File: config.mk
export PLATFORM = sky130hd
export DESIGN_NAME = jmpg_div
export DESIGN_NICKNAME = d
export VERILOG_FILES = /design/src/design/jmpg_pkg.sv /design/src/design/jmpg_div.sv
export SDC_FILE = /design/constraint.sdc
export NUM_CORES = 1
export LEC_CHECK = 0
export BUFFER_PORTS_ARGS = -buffer_cell sky130_fd_sc_hd__clkbuf_2
export CAP_MARGIN = 15
export CELL_PAD_IN_SITES_DETAIL_PLACEMENT = 1
export CELL_PAD_IN_SITES_GLOBAL_PLACEMENT = 1
export CORE_MARGIN = 3
export CORE_UTILIZATION = 35
export DETAILED_ROUTE_END_ITERATION = 10
export PLACE_DENSITY_LB_ADDON = 0.25
export SLEW_MARGIN = 20
export SYNTH_ARGS = -nofsm -noshare
export SYNTH_HDL_FRONTEND = slang
export SYNTH_SLANG_ARGS = --single-unit
File: constraint.sdc
create_clock -name clk_i -period 3.1 [get_ports clk_i]
set_clock_uncertainty 0.1 [all_clocks]
set_input_delay 0.62 -clock clk_i [delete_from_list [all_inputs] [get_ports clk_i]]
set_output_delay 0.62 -clock clk_i [all_outputs]
set_load 0.03 [all_outputs]
File: src/design/jmpg_pkg.sv
package jmpg_pkg;

  localparam int AXES     = 3;
  localparam int ACCUM_W  = 48;
  localparam int TGT_W    = 32;
  localparam int FRAC_SH  = ACCUM_W - TGT_W;
  localparam int AX_W     = (AXES > 1) ? $clog2(AXES) : 1;
  localparam int STEP_W   = 16;
  localparam int THR_W    = 48;
  localparam int CFG_W    = 48;
  localparam int CFG_IDX_W = 2;
  localparam int IDX_W    = 17;
  localparam int MUL_W    = 32;
  localparam int PROD_W   = 2 * MUL_W;
  localparam int SUM_W    = PROD_W + 4;
  localparam int MAG_W    = ACCUM_W + 1;
  localparam int DIVD_W   = MAG_W + 4;
  localparam int DVSR_W   = 2 * STEP_W + 2;
  localparam int RECIP_SH = 17;

  localparam logic [MUL_W-1:0] RECIP3 = MUL_W'(43691);

  localparam logic [STEP_W-1:0] STEP_RST = STEP_W'(300);
  localparam logic [THR_W-1:0]  THR_RST  = THR_W'(42949673);

  localparam logic [TGT_W-1:0] OUT_MAX = {1'b0, {(TGT_W-1){1'b1}}};
  localparam logic [TGT_W-1:0] OUT_MIN = {1'b1, {(TGT_W-1){1'b0}}};

  localparam logic [AX_W-1:0] AX_LAST = AX_W'(AXES - 1);

  localparam logic [CFG_IDX_W-1:0] REG_STEP_COUNT = CFG_IDX_W'(0);
  localparam logic [CFG_IDX_W-1:0] REG_MODE       = CFG_IDX_W'(1);
  localparam logic [CFG_IDX_W-1:0] REG_THRESHOLD  = CFG_IDX_W'(2);

  localparam logic CMD_TARGET = 1'b0;
  localparam logic CMD_TICK   = 1'b1;

  localparam logic MODE_TRAP   = 1'b0;
  localparam logic MODE_LINEAR = 1'b1;

endpackage

File: src/design/jmpg_div.sv
module jmpg_div (
  input  logic                              clk_i,
  input  logic                              rst_ni,
  input  logic                              start_i,
  input  logic [jmpg_pkg::DIVD_W-1:0]       dividend_i,
  input  logic [jmpg_pkg::DVSR_W-1:0]       divisor_i,
  output logic                              done_o,
  output logic [jmpg_pkg::DIVD_W-1:0]       quotient_o
);

  localparam int CNT_W = $clog2(jmpg_pkg::DIVD_W);
  localparam logic [CNT_W-1:0] CNT_LAST = CNT_W'(jmpg_pkg::DIVD_W - 1);

  logic                          busy_q;
  logic                          done_q;
  logic [CNT_W-1:0]              cnt_q;
  logic [jmpg_pkg::DVSR_W-1:0]   rem_q;
  logic [jmpg_pkg::DVSR_W-1:0]   rem_d;
  logic [jmpg_pkg::DVSR_W-1:0]   dvsr_q;
  logic [jmpg_pkg::DIVD_W-1:0]   quo_q;
  logic [jmpg_pkg::DIVD_W-1:0]   quo_d;
  logic [jmpg_pkg::DVSR_W:0]     rem_sh;
  logic [jmpg_pkg::DVSR_W:0]     diff;
  logic                          ge;

  // one restoring step per cycle
  always_comb begin
    rem_sh = {rem_q, quo_q[jmpg_pkg::DIVD_W-1]};
    diff   = rem_sh - {1'b0, dvsr_q};
    ge     = ~diff[jmpg_pkg::DVSR_W];
    rem_d  = ge ? diff[jmpg_pkg::DVSR_W-1:0] : rem_sh[jmpg_pkg::DVSR_W-1:0];
    quo_d  = {quo_q[jmpg_pkg::DIVD_W-2:0], ge};
  end

  always_ff @(posedge clk_i or negedge rst_ni) begin
    if (!rst_ni) begin
      busy_q <= 1'b0;
      done_q <= 1'b0;
      cnt_q  <= '0;
    end else begin
      done_q <= 1'b0;
      if (start_i) begin
        busy_q <= 1'b1;
        cnt_q  <= '0;
      end else if (busy_q) begin
        cnt_q <= cnt_q + CNT_W'(1);
        if (cnt_q == CNT_LAST) begin
          busy_q <= 1'b0;
          done_q <= 1'b1;
        end
      end
    end
  end

  always_ff @(posedge clk_i) begin
    if (start_i) begin
      rem_q  <= '0;
      quo_q  <= dividend_i;
      dvsr_q <= divisor_i;
    end else if (busy_q) begin
      rem_q <= rem_d;
      quo_q <= quo_d;
    end
  end

  assign done_o     = done_q;
  assign quotient_o = quo_q;

endmodule

# After elaboration in Yosys (flattened, before gate mapping)

Cells that the tools add are included.

Reduce and logical (&&, ||, !) cells: 1
Multiplexer cells: 11
Bitwise gates (word level): 1
Equal/unequal tests: 1
Add/sub/neg operators: 2

Operators by type and width:

| cell                                         | count |
|---|---|
| 2-to-1 mux 53 bit                            | 2 |
| subtractor 35 x 34 -> 35 bit                 | 1 |
| 2-to-1 mux 34 bit                            | 1 |
| 2-to-1 mux 6 bit                             | 2 |
| adder 6 x 1 -> 6 bit (second input constant) | 1 |
| equality test 6 bit (second input constant)  | 1 |
| 2-to-1 mux 1 bit                             | 6 |
| nonzero test 2 bit                           | 1 |
| inverter 1 bit                               | 1 |

Register bits: 129
Bits of input ports: 90
Logic and storage cells: 22

# Longest topological paths before layout

Depth in word-level cells: 4
Gate-level depth with buffers: 15
Gate-level depth less buffers: 13

# Least setup slack after synthesis

OpenSTA, ideal clock, no wires.

Path type: reg-to-reg
Start point: register quo_q (netlist bit quotient_o[52])
End point: register rem_q[27] (netlist name)
Path slack: -352 ps
Library setup time: 62 ps
Path buffers: 1
Arrival: 3290 ps
Stages on the path, launching flop included: 15
Clock period less this slack: 3452 ps
Data required time: 2938 ps
Path through: edfxtp_1 inv_1 ha_1 inv_1 fa_1 a21o_1 and4_1 o31a_2 o211ai_1 a2111o_1 a21boi_1 or2_0 buf_2 or4b_1 nand3_1

Longest elaborated chain between the ends: 2

Ends and longest elaborated chain:

| what                         | RTL line       | RTL |
|---|---|---|
| start, declared              | jmpg_div.sv:20 | `logic [jmpg_pkg::DIVD_W-1:0] quo_q;` |
| start signal, assigned       | jmpg_div.sv:58 | `quo_q <= dividend_i;` |
| start signal, assigned       | jmpg_div.sv:62 | `quo_q <= quo_d;` |
| subtractor 35 x 34 -> 35 bit | jmpg_div.sv:29 | `diff = rem_sh - {1'b0, dvsr_q};` |
| 2-to-1 mux 34 bit            | jmpg_div.sv:31 | `rem_d = ge ? diff[jmpg_pkg::DVSR_W-1:0] : rem_sh[jmpg_pkg::DVSR_W-1:0];` |
| end signal, assigned         | jmpg_div.sv:61 | `rem_q <= rem_d;` |
| end, declared                | jmpg_div.sv:17 | `logic [jmpg_pkg::DVSR_W-1:0] rem_q;` |

Every way passes these cells.
A chain may end at the register's enable or synchronous reset.

# Worst setup path after layout

Same ends and word-level chain as after synthesis.

==> summary.md <==
| Metric | Value |
|---|---|
| Run status | finished, violations left |
| Violations in the final reports | setup timing |
| Cell area after layout | 9363 um2 |
| Iteration count of the initial detailed-routing pass | 4 |
| Vias in the first global route | 6614 |
| Row cnt | 50 |
| Clock latency at the later pin of the worst-skew pair | 430 ps |
| Post-synth net total | 776 |
| Sequential cell area fraction in the yosys report | 0.5028 |
| Top-count cell post-synth | edfxtp_1 |
| Per-cell routed wire length | 18.98 um |
| Startpoint types | flop |
| Antenna violations before repair | 0 |
| Maximum capacitance violations | 0 |
| Post-detailed-placement half-perimeter wirelength | 15.29 mm |
| Unique masters post-synth | 58 |
| Vias after detailed routing | 5976 |
| Most area-hungry cell type in the Yosys netlist | edfxtp_1 |
| DIE HEIGHT | 146.9 um |
| Reg clk slew, reported paths | 70 ps |
| Element type at the critical path end | flop |
| Data arrival time of the worst path | 3570 ps |
| Slew at the pin closest to its max-slew limit | 806.8 ps |
| Clock root buffer | clkbuf_16 |
| Number of diodes added for antenna fixing | 0 |
| Wire length of the first global-routing pass | 34.85 mm |
| Aggregate global routing overflow | 0 |
| Starting utilization of the core area | 0.3641 |
| Maximum number of pins on one net before global-route repair | 75 |
| Top cell type's share of synthesized area | 0.3760 |
| Async S/R FF share, synth | 0.06202 |
| Fin crit period | 3311 ps |
| Reg2Reg Launch Point | quotient_o[52]$_DFFE_PP_ |
| Total leakage power | 4.063 nW |
| TritonCTS buffer count | 17 |
| Max-slew violations | 0 |
| Critical Path Fanout Max | 5 |
| Setup CP Type | flop to flop |
| Worst hold path type | input pin to flop |
| Worst hold slack after final layout | 263.8 ps |
| Area contributors post-synth | edfxtp_1 (38%), dfxtp_1 (9.8%), mux2_2 (8.4%) |
| Total number of nets in the final design | 984 |
| Upper clock frequency limit | 0.3020 GHz |
| Hold Vio Cnt, Final | 0 |
| Number of ports placed on the die boundary | 144 |
| Critical R2R Capture | rem_q[27]$_SDFFE_PP0P_ |
| # port buffers | 143 |
| Mean area per synthesized cell | 10.71 um2 |
| Maximum buffer depth of the clock tree | 2 |
| End point of the worst hold path | dvsr_q[6]$_DFFE_PP_ |
| Routed via count divided by cell count | 5.293 |
| Full die area | 21580 um2 |
| Synth warn | 0 |
| Primary FF master, synth | edfxtp_1 |
| Number of instances in the synthesized netlist | 649 |
| Data required time of the worst path | 3360 ps |
| Worst Hold Launch | divisor_i[6] |
| Fraction of final layout cells sized beyond drive strength 1 | 0.4085 |
| Post-placement cell area | 8417 um2 |
| ANT nets after route | 0 |
| Wire length after detailed routing | 21.43 mm |
| Post-synthesis to final-layout area growth | 34.76% |
| Setup violation total in the final timing report | 32 |
| Setup repair after global routing missed its margin | yes |
| Sinks on the clock net | 129 |
| Synth Register Bits | 129 |
| Top cell types by occurrence after synthesis | edfxtp_1 (87), nand2_1 (69), mux2_2 (52) |
| DRC Markers | 0 |
| Depth of the worst register-to-register path | 14 |
| Post-Syn Area | 6948 um2 |
| Worst setup slack after layout | -211.3 ps |
| Count of routing violations after the opening detailed-route iteration | 283 |
| Placeable core region | 19080 um2 |
| Worst hold path depth | 1 |
| Total routing usage reported by global routing | 0.2013 |
| Worst slew margin | 0.4611 |
| Fin crit share | 1.068 |
| Total Neg Setup Slack | -3251 ps |
| Number of enable-type register cells in the synthesized netlist | 87 |
| Routability congestion estimate from global placement | 0.8412 |
| X dimension of the die | 146.9 um |
| CTS tree | yes |
| Peak supply drop | 327.4 uV |
| Slack of the worst reg-to-reg path | -210 ps |
| Power per cell area | 502.4 nW/um2 |
| Number of H-tree branching levels | 4 |
## power by group
part	internal (mW)	switching, mW
Clock	1.11	0.839
Sequential	1.97	0.0638
Combinational	0.290	0.424
## kinds of logic after synthesis
kind of cell | Yosys count | share of synthesized area
and+or+nand+nor | 178 | 0.1189
AOI/OAI and AO/OA | 141 | 0.1399
muxes | 57 | 0.09148
xor gates and xnor gates | 27 | 0.03404
buffers and inverters | 80 | 0.04520
adders and majority gates | 37 | 0.06771
DFF | 129 | 0.5028
## worst max path at each step
stage,depth (start not counted),start,endpoint,slack (ps)
finish,14,quotient_o[52]$_DFFE_PP_,rem_q[27]$_SDFFE_PP0P_,-210
global route,12,dvsr_q[25]$_DFFE_PP_,rem_q[17]$_SDFFE_PP0P_,-360
CTS,14,quotient_o[52]$_DFFE_PP_,rem_q[27]$_SDFFE_PP0P_,-190
detailed placement,15,quotient_o[52]$_DFFE_PP_,rem_q[29]$_SDFFE_PP0P_,-390
global placement,14,quotient_o[52]$_DFFE_PP_,rem_q[27]$_SDFFE_PP0P_,-220
floorplan,14,quotient_o[52]$_DFFE_PP_,rem_q[17]$_SDFFE_PP0P_,-210
## flip-flops by register name, summed over array words and instances (netlist names)
signal and cells:
done_o 1, rem_q 34, busy_q 1, quotient_o 53, cnt_q 6, dvsr_q 34
## worst max-delay path: stages (launching register included)
cell and delay, ps:
edfxtp_1 400, inv_2 100, ha_4 130, inv_2 30, fa_2 340, a21o_1 180
and4_1 160, o31a_2 300, o211ai_1 230, a2111o_1 230, a21boi_2 80, or2_4 260
buf_6 140, or4b_4 480, nand3_2 90
## metrics by stage
stage	power, mW	std cells	setup slack (ps)	utilization
5_1_grt	4.894	1129	-356.7	0.4907
6_report	4.704	1129	-211.3	0.4907
3_3_place_gp	2.735	1087	-216.9	0.4411
2_1_floorplan	2.474	649	-205.2	-
4_1_cts	4.741	1131	-194.0	0.4877
3_5_place_dp	2.761	1087	-386.7	0.4411
## cells in the final DEF, fill, tap and decap left out, types with 14 or more instances in the layout
cell	instances
clkbuf_2	142
edfxtp_1	87
buf_4	61
nand2_1	54
mux2_2	52
nor2_1	47
inv_1	46
ha_1	35
dfxtp_1	34
a21oi_1	29
xnor2_1	19
o21ai_0	17
clkbuf_16	17
a311oi_2	14
## layout make-up
type,instances,area [um2]
clock buffer,18,429.2
fill,2119,9718
inverter,49,183.9
tap,260,325.3
timing repair buffer,220,1401
multi-input combinational,440,3401
sequential,129,3493
clock inverter,13,128.9
## layer usage
layer	vias up	wire length, um	track usage	share of wire
met2	178	10730	0.3517	0.50
met4	0	334	0.05732	0.016
li1	2809	-	-	-
met1	2961	8781	0.2325	0.41
met3	28	1581	0.07341	0.074
met5	-	0	0	0
## repair_timing
item,CTS,global route
setup endpoints to repair,35,35
hold endpoints to repair,8,0
setup buffers,9,1
pin swaps,27,14
resized for setup,55,27
hold buffers,1,0
gates cloned,3,0
No activity file was read; power rests on OpenSTA's default activity.
